## src/hw/rtl/teqtr_pkg.sv

```systemverilog
// Shared constants, types and helper functions of the two-root trigonometric solver.
// Depends on nothing; every other file of the block refers to it by scoped names.
`timescale 1ns / 1ps
`default_nettype none

package teqtr_pkg;

    localparam int CORDIC_STEPS    = 24;
    localparam int ANGLE_FRAC_BITS = 28;

    localparam int IN_W        = 32;
    localparam int OUT_W       = 31;
    localparam int SQRT_STEPS  = 32;
    localparam int RAD_W       = 64;
    localparam int REM_W       = 36;
    localparam int VEC_W       = 56;
    localparam int Z_W         = 64;
    localparam int BS_W        = 52;
    localparam int F_W         = 5;
    localparam int F_MAX       = 20;
    localparam int SHIFT_W     = 5;
    localparam int NORM_STAGES = 6;
    localparam int NORM_MSB    = 40;
    localparam int RND_SH      = 60 - ANGLE_FRAC_BITS;
    localparam int ANG_W       = Z_W - RND_SH;
    localparam int SUM_W       = ANG_W + 2;

    localparam logic signed [Z_W-1:0] PI_Q60 = 64'sh3243F6A8885A308D;
    localparam logic signed [Z_W-1:0] RND_HALF = 64'sd1 <<< (RND_SH - 1);
    localparam logic signed [ANG_W-1:0] PI_Q = ANG_W'((PI_Q60 + RND_HALF) >>> RND_SH);

    typedef enum logic [1:0] {
        ST_OK          = 2'd0,
        ST_NO_SOLUTION = 2'd1,
        ST_DEGENERATE  = 2'd2
    } status_t;

    typedef struct packed {
        logic                     valid;
        status_t                  status;
        logic                     low_ratio;
        logic signed [IN_W-1:0]   cs;
        logic signed [IN_W-1:0]   cc;
        logic signed [BS_W-1:0]   bs;
    } side_t;

    typedef struct packed {
        side_t                    side;
        logic [RAD_W-1:0]         n;
        logic [REM_W-1:0]         rem;
        logic [SQRT_STEPS-1:0]    root;
    } sq_t;

    typedef struct packed {
        logic                     valid;
        status_t                  status;
        logic                     low_ratio;
    } tag_t;

    typedef struct packed {
        logic signed [VEC_W-1:0]  x;
        logic signed [VEC_W-1:0]  y;
        logic signed [Z_W-1:0]    z;
    } vec_t;

    typedef struct packed {
        tag_t                     tag;
        vec_t                     va;
        vec_t                     vp;
    } cstage_t;

    // Restoring long division, evaluated only while the angle table is built.
    function automatic logic [63:0] udiv64(logic [63:0] num, logic [63:0] den);
        logic [63:0] q;
        logic [63:0] r;
        q = '0;
        r = '0;
        for (int b = 63; b >= 0; b--) begin
            r = {r[62:0], num[b]};
            if (r >= den) begin
                r    = r - den;
                q[b] = 1'b1;
            end
        end
        return q;
    endfunction

    // atan(2^-i) in Q.60: pi/4 for i = 0, else from the truncated Taylor series.
    function automatic logic signed [Z_W-1:0] atan_q60(int i);
        logic signed [Z_W-1:0] acc;
        logic signed [Z_W-1:0] term;
        int e;
        acc = '0;
        if (i == 0) begin
            acc = PI_Q60 >>> 2;
        end
        else begin
            for (int k = 0; k < 31; k++) begin
                e = i * (2 * k + 1);
                if (e <= 60) begin
                    term = $signed(udiv64(64'd1 << (60 - e), 64'(2 * k + 1)));
                    acc  = (k % 2 == 1) ? acc - term : acc + term;
                end
            end
        end
        return acc;
    endfunction

endpackage

`default_nettype wire

```

## src/hw/rtl/teqtr_back.sv

```systemverilog
// Back end: rounds both angles, forms the two roots, folds them into range, output register.
// Depends on teqtr_pkg.
`timescale 1ns / 1ps
`default_nettype none

module teqtr_back (
    input  wire logic                                  clk,
    input  wire logic                                  rst_n,
    input  wire logic                                  en,
    input  wire teqtr_pkg::cstage_t                    vec_in,
    output logic                                       valid,
    output logic signed [teqtr_pkg::OUT_W-1:0]         theta_first,
    output logic signed [teqtr_pkg::OUT_W-1:0]         theta_second,
    output teqtr_pkg::status_t                         status
);

    localparam logic signed [teqtr_pkg::SUM_W-1:0] PI_S  = teqtr_pkg::SUM_W'(teqtr_pkg::PI_Q);
    localparam logic signed [teqtr_pkg::SUM_W-1:0] PI2_S = PI_S <<< 1;

    logic signed [teqtr_pkg::Z_W-1:0]     za_rnd, zp_rnd;
    logic signed [teqtr_pkg::SUM_W-1:0]   a_ext, p_ext;
    logic signed [teqtr_pkg::SUM_W-1:0]   t1_reg, t1_next, t2_reg, t2_next;
    teqtr_pkg::tag_t                      tag_reg;

    logic                                 valid_reg;
    logic signed [teqtr_pkg::OUT_W-1:0]   th1_reg, th1_next, th2_reg, th2_next;
    teqtr_pkg::status_t                   st_reg;

    function automatic logic signed [teqtr_pkg::SUM_W-1:0] fold(
        logic signed [teqtr_pkg::SUM_W-1:0] t);
        logic signed [teqtr_pkg::SUM_W-1:0] r;
        r = t;
        if (r > PI_S) begin
            r = r - PI2_S;
        end
        if (r < -PI_S) begin
            r = r + PI2_S;
        end
        if (r > PI_S) begin
            r = PI_S;
        end
        if (r < -PI_S) begin
            r = -PI_S;
        end
        return r;
    endfunction

    always_comb
    begin
        za_rnd = vec_in.va.z + teqtr_pkg::RND_HALF;
        zp_rnd = vec_in.vp.z + teqtr_pkg::RND_HALF;
        a_ext  = teqtr_pkg::SUM_W'($signed(za_rnd[teqtr_pkg::Z_W-1:teqtr_pkg::RND_SH]));
        p_ext  = teqtr_pkg::SUM_W'($signed(zp_rnd[teqtr_pkg::Z_W-1:teqtr_pkg::RND_SH]));
        t1_next = a_ext - p_ext;
        if (vec_in.tag.low_ratio) begin
            t2_next = PI_S - a_ext - p_ext;
        end
        else begin
            t2_next = -a_ext - p_ext;
        end
    end

    always_comb
    begin
        if (tag_reg.status == teqtr_pkg::ST_OK) begin
            th1_next = teqtr_pkg::OUT_W'(fold(t1_reg));
            th2_next = teqtr_pkg::OUT_W'(fold(t2_reg));
        end
        else begin
            th1_next = '0;
            th2_next = '0;
        end
    end

    always_ff @(posedge clk or negedge rst_n)
    begin
        if (!rst_n) begin
            tag_reg   <= '0;
            valid_reg <= 1'b0;
            st_reg    <= teqtr_pkg::ST_OK;
        end
        else if (en) begin
            tag_reg   <= vec_in.tag;
            valid_reg <= tag_reg.valid;
            st_reg    <= tag_reg.status;
        end
    end

    always_ff @(posedge clk)
    begin
        if (en) begin
            t1_reg  <= t1_next;
            t2_reg  <= t2_next;
            th1_reg <= th1_next;
            th2_reg <= th2_next;
        end
    end

    assign valid        = valid_reg;
    assign theta_first  = th1_reg;
    assign theta_second = th2_reg;
    assign status       = st_reg;

endmodule

`default_nettype wire
```

## config.mk

```make
export PLATFORM = sky130hd
export DESIGN_NAME = teqtr_back
export DESIGN_NICKNAME = d
export VERILOG_FILES = /design/src/hw/rtl/teqtr_pkg.sv /design/src/hw/rtl/teqtr_back.sv
export SDC_FILE = /design/constraint.sdc
export NUM_CORES = 1
export LEC_CHECK = 0
export CAP_MARGIN = 25
export CORE_MARGIN = 8
export CORE_UTILIZATION = 42
export DETAILED_ROUTE_END_ITERATION = 16
export DONT_BUFFER_PORTS = 1
export SLEW_MARGIN = 30
export SYNTH_ARGS = -nofsm -noshare
export SYNTH_HDL_FRONTEND = slang
export SYNTH_SLANG_ARGS = --single-unit
```

## constraint.sdc

```tcl
create_clock -name clk -period 6.4 [get_ports clk]
set_input_delay 0 -clock clk [delete_from_list [all_inputs] [get_ports clk]]
set_output_delay 0 -clock clk [all_outputs]
set_load 0.02 [all_outputs]
```

# Word level (Yosys, flattened, before mapping)
# Index checks and enable logic that the tools add are counted.
# Widths: inputs -> output; s select.
[word_totals] wordCells=48 regBits=136 output_inout_bits=65
[op_classes] addsub=11 order_cmp=8 bitwise=1 muxes=15 n_reduce_logical=3
[op_table] operator="$mux 34" count=13
[op_table] operator="$gt 34x31->1 const B" count=4
[op_table] operator="$lt 34x31->1 const B" count=4
[op_table] operator="$add 64x33->64 const B" count=2
[op_table] operator="$add 34x32->34 const B" count=2
[op_table] operator="$sub 34x32->34 const B" count=2
[op_table] operator="$mux 31" count=2
[op_table] operator="$neg 32->34" count=1
[op_table] operator="$sub 33x32->34" count=1
[op_table] operator="$sub 34x32->34" count=1
[op_table] operator="$sub 31x32->33 const A" count=1
[op_table] operator="$sub 32x32->33" count=1
[op_table] operator="$reduce_or 2->1" count=2
[op_table] operator="$logic_not 2->1" count=1
[op_table] operator="$not 1->1" count=1

# Depth between registers and ports, before layout
# Gate-level depths: netlist (run 1).
[depth] word_depth=11 ltp_mapped=29

# Worst setup path after synthesis (run 1)
# No wires, ideal clock.
[synth_path] kind="reg2reg" startpoint="register t1_reg[23] in the netlist's numbering" endpoint="register th1_reg (netlist bit theta_first[25]) (data pin)" t_arrival_ns=6.102 stages_incl_launch_ff=28 synth_period_minus_slack_ns=6.373 setup_ns=0.271 path_slack_ns=0.027 required_ns=6.129 path_cell_list="edfxtp_1 -> clkbuf_1 -> nor4_1 -> and4_1 -> nand2_1 -> a211oi_4 -> nand2_4 -> buf_6 -> buf_6 -> clkbuf_1 -> nand2_1 -> o21ai_0 -> ha_1 -> a21o_1 -> a221oi_1 -> nor4_2 -> o41ai_4 -> and2_1 -> buf_4 -> nand2_4 -> a2111oi_4 -> a311o_1 -> nand2_1 -> or4_1 -> or4_1 -> nand3_1 -> clkbuf_1 -> a21oi_1"
[synth_between] elab_chain_len=11 elab_cells_between_ends=13 classes_between="2 x add/sub; 4 x order compare; 6 x mux; 1 x reduce/logical"
[synth_lines] element="start, declared" line="teqtr_back.sv:22" rtl="logic signed [teqtr_pkg::SUM_W-1:0] t1_reg, t1_next, t2_reg, t2_next;"
[synth_lines] element="start signal, assigned" line="teqtr_back.sv:92" rtl="t1_reg <= t1_next;"
[synth_lines] element="$sub 34x32->34 / $gt 34x31->1 (equally long branches)" line="teqtr_back.sv:34, teqtr_back.sv:33"
[synth_lines] element="$mux 34 *" line="teqtr_back.sv:33" rtl="if (r > PI_S) begin"
[synth_lines] element="$mux 34 *" line="teqtr_back.sv:65" rtl="if (tag_reg.status == teqtr_pkg::ST_OK) begin"
[synth_lines] element="$add 34x32->34 / $lt 34x31->1 (equally long branches)" line="teqtr_back.sv:37, teqtr_back.sv:36"
[synth_lines] element="$mux 34 *" line="teqtr_back.sv:36" rtl="if (r < -PI_S) begin"
[synth_lines] element="$mux 34 *" line="teqtr_back.sv:65"
[synth_lines] element="$gt 34x31->1" line="teqtr_back.sv:39" rtl="if (r > PI_S) begin"
[synth_lines] element="$mux 34 *" line="teqtr_back.sv:39"
[synth_lines] element="$mux 34 *" line="teqtr_back.sv:65"
[synth_lines] element="$lt 34x31->1" line="teqtr_back.sv:42" rtl="if (r < -PI_S) begin"
[synth_lines] element="$reduce_or 2->1 (no source line)"
[synth_lines] element="end signal, assigned" line="teqtr_back.sv:94" rtl="th1_reg <= th1_next;"
[synth_lines] element="end, declared" line="teqtr_back.sv:26" rtl="logic signed [teqtr_pkg::OUT_W-1:0] th1_reg, th1_next, th2_reg, th2_next;"
# Every way passes the cells marked *; elsewhere a longest branch is shown, timed or not. The select of a mux whose other input is x is not followed.
# A chain may end at the register's enable or synchronous reset.

# Worst setup path after layout (run 1)
[layout_path] startpoint="register t1_reg[24] in the netlist's numbering" endpoint="register th1_reg (netlist bit theta_first[21]) (data pin)"
[layout_between] elab_chain_len=11 elab_cells_between_ends=13 classes_between="2 x add/sub; 4 x order compare; 7 x mux"
[layout_lines] element="$sub 34x32->34 / $gt 34x31->1 (equally long branches)" line="teqtr_back.sv:34, teqtr_back.sv:33"
[layout_lines] element="$mux 34 *" line="teqtr_back.sv:33"
[layout_lines] element="$mux 34 *" line="teqtr_back.sv:65"
[layout_lines] element="$add 34x32->34 / $lt 34x31->1 (equally long branches)" line="teqtr_back.sv:37, teqtr_back.sv:36"
[layout_lines] element="$mux 34 *" line="teqtr_back.sv:36"
[layout_lines] element="$mux 34 *" line="teqtr_back.sv:65"
[layout_lines] element="$gt 34x31->1" line="teqtr_back.sv:39"
[layout_lines] element="$mux 34 *" line="teqtr_back.sv:39"
[layout_lines] element="$mux 34 *" line="teqtr_back.sv:65"
[layout_lines] element="$lt 34x31->1" line="teqtr_back.sv:42"
[layout_lines] element="$mux 31 *" line="teqtr_back.sv:42"
# Marks and branches as above.

==> summary.md, run 1 <==
| Metric | Value |
|---|---|
| Initial antenna violation count | 0 |
| Leak Pwr | 0.00845 uW |
| Max-Slew Margin vs Limit | 39.2% |
| Die height | 230 um |
| CP max-delay cell | or4_1 |
| Min-Delay Path Class | in2reg |
| Slew at the pin closest to its max-slew limit | 903 ps |
| RSZ-0062 raised after global routing | true |
| Clock Sinks | 135 |
| Mapped cell area | 19200 sq um |
| Total core area | 45300 sq um |
| Fin area | 21400 sq um |
| Kind of start point of the critical path | flop |
| Clock transition at path regs | 60 ps |
| # IOs | 424 |
| Setup TNS | 0 ps |
| Prevailing post-synth register cell | edfxtp_1 |
| Non-Filler Instances | 3122 |
| CTS Root Cell | clkbuf_16 |
| Die footprint | 52800 sq um |
| Worst hold slack | 46.2 ps |
| H-Tree Depth | 4 |
| IO buf count | 0 |
| Post-DR wirelength/cell | 19.1 um |
| Pint | 3480 uW |
| Mean area per synthesized cell | 7.88 sq um |
| Final setup viols | 0 |
| Synthesis Warnings | 0 |
| Final min period | 6140 ps |
| Pins over their slew limit | 0 |
| Syn_nets | 2940 |
| Max-cap viol count | 0 |
| Pin count of the biggest net entering global routing | 136 |
| Worst r2r dst | theta_first[21]$_SDFFCE_PP0P_ |
| Layout cells sized above 1 | 12.5% |
| Initial core utilization | 42.4% |
| Post-synthesis cell type count | 121 |
| Total power | 6810 uW |
| Async S/R FF share, synth | 4.44% |
| Most frequent cells after synthesis | 197 x nor2_1, 183 x xnor2_1, 178 x nand2_1 |
| Comb pwr share | 63.7% |
| Post-synth EDFFs | 129 |
| Final Hold Vio Count | 0 |
| Critical Path Source | t1_reg[24]$_DFFE_PP_ |
| # diodes | 0 |
| Seq/Total Area, Yosys | 21.0% |
| Overflow after GRT | 0 |
| First-pass GRT wire length | 93600 um |
| DRC Markers | 0 |
| Sw Share | 48.9% |
| Crit path DAT | 6400 ps |
| DR pass1 iterations | 5 |
| Worst Hold Depth | 2 |
| Reg2reg path depth | 23 |
| GRT Util Overall | 21.5% |
| CP Data Required Time | 6660 ps |
| Fin Clk Skew | 15.7 ps |
| FF-to-FF setup slack | 260 ps |
| Crit-path max cell delay | 520 ps |
| Pwr dens | 319 nW/um^2 |
| Count leader, synth | nor2_1 |
| Reg2reg start | t1_reg[24]$_DFFE_PP_ |
| Yosys top cell area share | 20.2% |
| Hold EP | t1_reg[0]$_DFFE_PP_ |
| Routed WL | 59600 um |
| Top post-synthesis cells by area | edfxtp_1 20%, ha_1 9.3%, xnor2_1 8.4%, a21oi_1 4.5%, xor2_1 3.9% |
| Period utilization | 95.9% |
| Worst Setup Path Type | reg2reg |
| Clk pwr share | 14.8% |
| CP Max Fanout | 8 |
| CTS tree | yes |
| Placed Cells | 3076 |
| CTS max path bufs | 2 |
| Outcome | completed |
| Highest clock rate | 163 MHz |
| Cell Rows | 78 |
| Initial drt markers | 1358 |
| Largest register FFs | 34 |
| Die width | 230 um |
| Via/cell ratio | 5.95 |
| Worst setup EP type | flop |
| DP Wirelength | 48500 um |
| Synth Register Bits | 135 |
| Peak supply drop | 240 uV |
| Crit-path cells | nor4_2, and4_1, nand2_1, a211o_4, nor2_4, xnor2_4, inv_1, ha_2, a21o_1, a221oi_2, buf_4, o31ai_2, a2111o_1, nand3_1, inv_1, o41ai_2, nand2_1, o21bai_1, or4_1, or4_1, and3_4, buf_4, o31ai_2 |
| Part of the power in registers | 21.6% |
| P&R area growth vs syn | 11.4% |
| HP Start | vec_in[208] |
| P_sw | 3330 uW |
| Clock buffer count from CTS | 17 |
| Synth area leader | edfxtp_1 |
| Placed Area | 20500 sq um |
| Layout Nets | 3013 |
| Mapped Cells | 2436 |
| Clk_lat worst skew | 450 ps |
| Number of global-route vias before repair | 17400 |
| Routability Congestion | 0.951 |
| Via Count | 18600 |
| Number of routed nets with antenna violations | 0 |
[kinds of logic (layout without fill, tap and decap cells)]
group,after synthesis,after routing,synth area share (%)
and+or+nand+nor,862,862,23.2
AOI/OAI and AO/OA,720,720,26.2
buffers and inverters,277,363,6.09
xor gates and xnor gates,272,272,12.6
adders and majority gates,145,145,9.57
DFF,135,135,21.0
muxes,25,25,1.39
[critical path: cells and delay by family, from the launching register on]
| family | cells | cell delay (ps) |
|---|---|---|
| compound gates | 8 | 2110 |
| xor+xnor | 1 | 160 |
| fa+ha+maj | 1 | 250 |
| buf+inv | 4 | 540 |
| flops | 1 | 450 |
| simple gates | 9 | 2440 |
[per-stage QoR]
stage	worst slack (ps)	util, %
5_1_grt	-41.9	47.2
4_1_cts	42.0	47.0
3_5_place_dp	-144	45.4
2_1_floorplan	26.8	-
3_3_place_gp	-46.3	45.4
6_report	262	47.2
[power by group through the flow]
stage	registers [uW]	logic [uW]	clock network, uW
final	1470	4340	1010
after global routing	1490	4730	1060
after global placement	1490	4110	0
after CTS	1480	4220	1020
after detailed placement	1500	4160	0
after floorplan	1390	3030	0
[timing repair]
| item | in CTS | in global routing |
|---|---|---|
| gates cloned | 0 | 0 |
| buffers inserted | 0 | 4 |
| hold buffers | 10 | 0 |
| resized for setup | 4 | 16 |
| pin swaps | 0 | 1 |
| setup endpoints to repair | 9 | 45 |
| endpoints found under the hold margin | 172 | 0 |
[worst max path at each step]
| stage | to | slack [ps] |
|---|---|---|
| after floorplan | theta_first[25]$_SDFFCE_PP0P_ | 30 |
| after global placement | theta_first[20]$_SDFFCE_PP0P_ | -50 |
| after detailed placement | theta_first[24]$_SDFFCE_PP0P_ | -140 |
| after CTS | theta_first[21]$_SDFFCE_PP0P_ | 40 |
| after global routing | theta_first[21]$_SDFFCE_PP0P_ | -40 |
| final | theta_first[21]$_SDFFCE_PP0P_ | 260 |
[cells in the final DEF, fill, tap and decap left out, drive strengths merged, types with 14 or more instances in the layout]
cell      n
a21oi   174
xnor2   187
ha      142
clkbuf   17
nor3    101
and2     31
o21ai   151
a21o     27
inv     174
o31ai    43
nand4    21
nor4     28
and3     41
nand2b   21
nand3   112
a211oi   31
o21a     29
nand2   182
or4      18
edfxtp  129
o21bai   21
xor2     85
or3      25
buf     157
or2      22
a31oi    30
nor2    199
o211ai   24
a21boi   14
[layout make-up]
class	instances	area (sq um)
multi-input combinational	2024	14100
fill	4485	23900
tap	600	751
clock inverter	15	164
timing repair buffer	165	1300
inverter	166	623
clock buffer	17	425
sequential	135	4020
[layer usage]
layer  part of all wire (%)  track usage [%]
met5                      0                0
met4                    2.1             6.65
met3                    7.1             3.64
met2                     44             34.0
met1                     47             29.7
Power figures use the tool's default switching activity.
==> run 2: changes to the inputs <==
--- a/config.mk
+++ b/config.mk
@@ -8,8 +8,11 @@
 export CAP_MARGIN = 25
 export CORE_MARGIN = 8
 export CORE_UTILIZATION = 42
+export CTS_CLUSTER_DIAMETER = 30
 export DETAILED_ROUTE_END_ITERATION = 16
 export DONT_BUFFER_PORTS = 1
+export PLACE_DENSITY = 0.61
+export REMOVE_ABC_BUFFERS = 1
 export SLEW_MARGIN = 30
 export SYNTH_ARGS = -nofsm -noshare
 export SYNTH_HDL_FRONTEND = slang
==> run 2 against run 1 <==
  * Register-to-register slack about the same
  * Critical path type unchanged
  * Hold slack got worse by 32 ps
  * Final cell count about the same
  * Setup slack got worse by 11 ps
  * Count of clock-buffer cells in the layout increased by 1
  * Combinational power about the same
  * Sequential share of layout area decreased by 0.072 points
  * Non-clock buffer count decreased by 1
  * Flip-flop and latch count unchanged
  * Total power increased by 1.3%
==> summary.md, run 2 (same netlist as run 1, synthesis figures left out) <==
| Metric | Value |
|---|---|
| RSZ-0062 raised after global routing | false |
| Post-DR wirelength/cell | 19.1 um (+0.15%) |
| Pwr dens | 322 nW/um^2 (+0.94%) |
| Routed WL | 59700 um (+0.12%) |
| Number of routed nets with antenna violations | 0 (unchanged) |
| Fillers | 4477 (-0.18%) |
| # IOs | 424 (unchanged) |
| Kind of start point of the critical path | flop |
| H-Tree Depth | 4 (unchanged) |
| Die height | 230 um (unchanged) |
| Layout cells sized above 1 | 12.5% (+0.045 points) |
| Routability Congestion | 0.948 (-0.28%) |
| Largest register FFs | 34 (unchanged) |
| Most frequent cells in the layout | 195 x nor2_1, 181 x xnor2_1, 177 x nand2_1, 172 x a21oi_1, 165 x inv_1 |
| Setup TNS | 0 ps (unchanged) |
| CTS tree | yes |
| Clock Sinks | 135 (unchanged) |
| P&R area growth vs syn | 11.9% |
| Reg2reg path depth | 20 (-13%) |
| Overflow after GRT | 0 (unchanged) |
| Fin Clk Skew | 7.92 ps (-7.78 ps) |
| Initial drt markers | 1258 (-7.4%) |
| Crit path DAT | 6400 ps (about the same) |
| Pins over their slew limit | 0 (unchanged) |
| DRC Markers | 0 (unchanged) |
| Die footprint | 52800 sq um (unchanged) |
| Cell Rows | 78 (unchanged) |
| Outcome | completed |
| Fin area | 21500 sq um (+0.39%) |
| Final worst slack | 251 ps (-11.4 ps) |
| Clk_lat worst skew | 450 ps (about the same) |
| Worst Setup Path Type | reg2reg |
| Hold EP | t2_reg[26]$_DFFE_PP_ |
| CP Data Required Time | 6650 ps (about the same) |
| Final setup viols | 0 (unchanged) |
| HP Start | vec_in[352] |
| IO buf count | 0 (unchanged) |
| Final min period | 6150 ps (+11.4 ps) |
| Clock transition at path regs | 60 ps (about the same) |
| Pin count of the biggest net entering global routing | 136 (unchanged) |
| FF-to-FF setup slack | 250 ps (about the same) |
| Commonest non-fill, non-tap cell in the layout | nor2_1 |
| Leak Pwr | 0.00850 uW (+0.59%) |
| Initial core utilization | 42.4% (unchanged) |
| Highest clock rate | 163 MHz (-0.19%) |
| DR pass1 iterations | 6 (+1) |
| Total core area | 45300 sq um (unchanged) |
| Min-Delay Path Class | in2reg |
| DP Worst Slack | 119 ps (+264 ps) |
| First-pass GRT wire length | 94900 um (+1.4%) |
| Final Hold Vio Count | 0 (unchanged) |
| DP Wirelength | 48600 um (+0.18%) |
| Number of global-route vias before repair | 17500 (+0.56%) |
| Via Count | 18400 (-0.71%) |
| Slew at the pin closest to its max-slew limit | 900 ps (-3.45 ps) |
| Die width | 230 um (unchanged) |
| CTS max path bufs | 2 (unchanged) |
| Max-Slew Margin vs Limit | 39.6% (+0.35 points) |
| Worst r2r dst | theta_first[1]$_SDFFCE_PP0P_ |
| Initial antenna violation count | 0 (unchanged) |
| Peak supply drop | 168 uV (-30%) |
| Reg2reg start | t1_reg[1]$_DFFE_PP_ |
| Worst Hold Depth | 2 (unchanged) |
| Max-cap viol count | 0 (unchanged) |
| Layout Nets | 3012 (-0.033%) |
| GRT Util Overall | 21.8% (+0.24 points) |
| Clock buffer count from CTS | 17 (unchanged) |
| # diodes | 0 (unchanged) |
| CTS Root Cell | clkbuf_16 |
| Via/cell ratio | 5.91 (-0.68%) |
| Period utilization | 96.1% (+0.18 points) |
| Placed Area | 20500 sq um (-0.12%) |
| Total power | 6900 uW (+1.3%) |
| Worst setup EP type | flop |
| CP Max Fanout | 11 (+3) |
==> run 2: routing by layer <==
layer | part of all wire (%) | global-route usage, % | wire length, um | vias up
met5 | 0 | 0 | 0 | -
met4 | 1.9 | 6.18 | 1160 | 0
met3 | 6.8 | 3.29 | 4080 | 61
met2 | 45 | 34.9 | 26700 | 631
met1 | 46 | 30.0 | 27700 | 8595
li1 | - | - | - | 9155
==> run 2: power by group <==
part	internal (uW)	total, uW	switching (uW)
Sequential	1210	1470	258
Combinational	1710	4330	2620
Clock	694	1100	405
==> run 2: worst max path at each step <==
stage,startpoint,end
4_1_cts,t1_reg[26]$_DFFE_PP_,theta_first[1]$_SDFFCE_PP0P_
3_3_place_gp,t1_reg[30]$_DFFE_PP_,theta_first[1]$_SDFFCE_PP0P_
6_report,t1_reg[1]$_DFFE_PP_,theta_first[1]$_SDFFCE_PP0P_
3_5_place_dp,t1_reg[26]$_DFFE_PP_,theta_first[1]$_SDFFCE_PP0P_
5_1_grt,t2_reg[24]$_DFFE_PP_,theta_second[0]$_SDFFCE_PP0P_
2_1_floorplan,t2_reg[19]$_DFFE_PP_,theta_second[6]$_SDFFCE_PP0P_
==> run 2: area by class of cell <==
type	count	area [sq um]	area share (%)
clock buffers	18	429	2.00
clock inverters	14	223	1.04
inverters	166	623	2.90
multi-input cells	2024	14100	65.7
flip-flops and latches	135	4020	18.7
well taps	600	751	3.50
repair buffers	164	1310	6.09
==> run 2: critical path, cell delays in order, from the launching register on <==
cell      delay, ps
edfxtp_1        440
inv_1           150
ha_1            320
nand2b_1        160
a21oi_1         270
o21ai_0         210
a21boi_1        310
nor2_1          160
or4_4           520
o211ai_4        280
nand3_1         260
o311ai_4        560
buf_4           260
a211oi_1         70
xnor2_1         220
nand2_1          80
or4_1           480
or4_1           540
and3_1          250
buf_4           170
o41ai_1         230
==> run 2: per-stage QoR <==
step	hold slack, ps	std cells	util, %
2_1_floorplan	-296	2325	-
3_3_place_gp	-295	3071	45.3
3_5_place_dp	-295	3071	45.3
4_1_cts	1.59	3111	47.0
5_1_grt	22.1	3121	47.4
6_report	14.2	3121	47.4
==> run 2: repair_timing <==
action,4_1_cts,5_1_grt
hold endpoints to repair,171,0
resized for setup,0,21
buffers inserted,0,10
hold buffers,8,0
setup endpoints to repair,0,59
==> run 3: changes to the inputs <==
--- a/config.mk
+++ b/config.mk
@@ -6,7 +6,7 @@
 export NUM_CORES = 1
 export LEC_CHECK = 0
 export CAP_MARGIN = 25
-export CORE_MARGIN = 8
+export CORE_MARGIN = 2
 export CORE_UTILIZATION = 42
 export CTS_CLUSTER_DIAMETER = 30
 export DETAILED_ROUTE_END_ITERATION = 16
==> run 3 against run 2 <==
  * Setup slack gained 48 ps
  * Combinational power grew 4%
  * Sequential share of layout area shrank 0.24 points
==> summary.md, run 3 (same netlist as run 1, synthesis figures left out) <==
| Metric | Value |
|---|---|
| Peak supply drop | 179 uV (+6.3%) |
| P_sw | 3310 uW (+0.97%) |
| Via/cell ratio | 5.87 (-0.61%) |
| Register Area | 4020 sq um (unchanged) |
| DR pass1 iterations | 6 (unchanged) |
| Clock transition at path regs | 60 ps (about the same) |
| Area occupied by multi-input gates | 14100 sq um (-0.28%) |
| First-pass GRT wire length | 95300 um (+0.36%) |
| Most frequent cells in the layout | 206 x buf_4, 195 x nor2_1, 183 x xnor2_1, 178 x nand2_1, 172 x a21oi_1 |
| Routability Congestion | 0.941 (-0.75%) |
| Crit path DAT | 6370 ps (-30 ps) |
| Pins over their slew limit | 0 (unchanged) |
| H-Tree Depth | 4 (unchanged) |
| P&R area growth vs syn | 13.4% |
| Initial drt markers | 1355 (+7.7%) |
| Max-Slew Margin vs Limit | 41.3% (+1.7 points) |
| Commonest non-fill, non-tap cell in the layout | buf_4 |
| Fillers | 4419 (-1.3%) |
| Die width | 218 um (-5.2%) |
| Setup TNS | 0 ps (unchanged) |
| Clock buffer count from CTS | 17 (unchanged) |
| Worst setup EP type | flop |
| DP Wirelength | 48500 um (about the same) |
| Cell Rows | 78 (unchanged) |
| CP Max Fanout | 8 (-3) |
| # diodes | 0 (unchanged) |
| Initial antenna violation count | 0 (unchanged) |
| Pint | 3630 uW (+0.35%) |
| Pin count of the biggest net entering global routing | 136 (unchanged) |
| GRT Util Overall | 24.8% (+3.0 points) |
| Highest clock rate | 164 MHz (+0.78%) |
| FF-to-FF setup slack | 300 ps (+50 ps) |
| DRC Markers | 0 (unchanged) |
| Clk_lat worst skew | 440 ps (about the same) |
| Clock Sinks | 135 (unchanged) |
| Final setup viols | 0 (unchanged) |
| Slew at the pin closest to its max-slew limit | 875 ps (-25.0 ps) |
| Fin Clk Skew | 10.3 ps (+2.40 ps) |
| CTS tree | yes |
| Comb pwr share | 64.9% (+2.2 points) |
| Number of global-route vias before repair | 17700 (+1.3%) |
| Pwr dens | 319 nW/um^2 (-0.67%) |
| Die footprint | 47400 sq um (-10%) |
| Sw Share | 47.7% (+0.15 points) |
| Post-DR wirelength/cell | 18.8 um (-1.5%) |
| Total core area | 45200 sq um (-0.22%) |
| Leak Pwr | 0.00870 uW (+2.4%) |
| CTS Root Cell | clkbuf_16 |
| Largest register FFs | 34 (unchanged) |
| Total power | 6950 uW (+0.65%) |
| CP Data Required Time | 6670 ps (+20 ps) |
| Min-Delay Path Class | in2reg |
| Die height | 218 um (-5.2%) |
| # IOs | 424 (unchanged) |
| Part of the power in registers | 21.0% (-0.3 points) |
| Overflow after GRT | 0 (unchanged) |
| Via Count | 18600 (+1.1%) |
| Outcome | completed |
| Layout cells sized above 1 | 14.1% (+1.6 points) |
| Final Hold Vio Count | 0 (unchanged) |
| Initial core utilization | 42.5% (+0.092 points) |
| Max-cap viol count | 0 (unchanged) |
| IO buf count | 0 (unchanged) |
| Clk pwr share | 14.1% (-1.8 points) |
| Final min period | 6100 ps (-47.8 ps) |
| Period utilization | 95.3% (-0.75 points) |
| Routed WL | 59800 um (+0.18%) |
| Layout Nets | 3065 (+1.8%) |
| CTS max path bufs | 2 (unchanged) |
| Number of routed nets with antenna violations | 0 (unchanged) |
| Worst Setup Path Type | reg2reg |
| Kind of start point of the critical path | flop |
[run 3: final timing paths]
kind	from	to	cells after the start
worst min-delay path	en	t1_reg[0]$_DFFE_PP_	1
min in group asynchronous	rst_n	status[1]$_DFFE_PN0P_	2
worst max register to register	t1_reg[24]$_DFFE_PP_	theta_first[26]$_SDFFCE_PP0P_	22
max in group asynchronous	rst_n	status[0]$_DFFE_PN0P_	2
worst max-delay path	t1_reg[24]$_DFFE_PP_	theta_first[26]$_SDFFCE_PP0P_	22
worst min register to register	tag_reg[3]$_DFFE_PN0P_	valid$_DFFE_PN0P_	1
[run 3: cell type report]
class                           count  share of cell area (%)
Sequential cell                   135                    18.5
Tap cell                          600                    3.45
Clock buffer                       18                    1.97
Multi-Input combinational cell   2024                    64.7
Timing Repair Buffer              217                    7.84
Inverter                          166                    2.86
Clock inverter                     14                   0.690
[run 3: metrics by stage]
step / cells / area, sq um / worst slack, ps / hold slack (ps) / util, %
CTS: 3171 / 21700 / 96.1 / 20.0 / 48.0
detailed placement: 3130 / 21000 / 20.8 / -295 / 46.4
global placement: 3130 / 21000 / 66.9 / -295 / 46.4
global route: 3174 / 21700 / -29.5 / 55.9 / 48.1
finish: 3174 / 21700 / 299 / 12.2 / 48.1
floorplan: 2325 / 18600 / -536 / -296 / -
[run 3: timing repair]
action | 4_1_cts | 5_1_grt
hold buffers | 9 | 0
gates resized for setup | 1 | 14
hold endpoints to repair | 172 | 0
buffers inserted | 0 | 3
pin swaps | 0 | 4
setup endpoints to repair | 7 | 59
[run 3: power by group through the flow]
stage	registers [uW]	logic [uW]	clock network, uW
6_report	1460	4510	978
5_1_grt	1480	4940	1030
4_1_cts	1460	4410	999
3_5_place_dp	1480	4350	0
3_3_place_gp	1470	4310	0
2_1_floorplan	1490	2810	0
[run 3: worst max-delay path, cell delays in order, from the launching register on]
cell and delay [ps]:
edfxtp_1 440, nor4_1 270, and4_1 260, nand2_1 150, a211o_4 390, nor2_4 160, xnor2_1 180, inv_1 110
ha_1 250, a21o_1 200, a221oi_4 340, o31ai_1 160, a2111o_1 450, nand3_1 150, inv_1 50, o41ai_1 320
nand2_1 150, o21bai_1 180, or4_1 510, or4_1 540, and3_4 260, buf_4 180, o31ai_2 220
[run 3: metal layers]
metal | vias to the layer above | part of all wire (%) | track usage [%]
met5 | - | 0 | 0
met3 | 55 | 5.2 | 2.20
li1 | 9235 | - | -
met2 | 557 | 45 | 39.7
met1 | 8794 | 49 | 35.8
met4 | 0 | 1.6 | 6.33
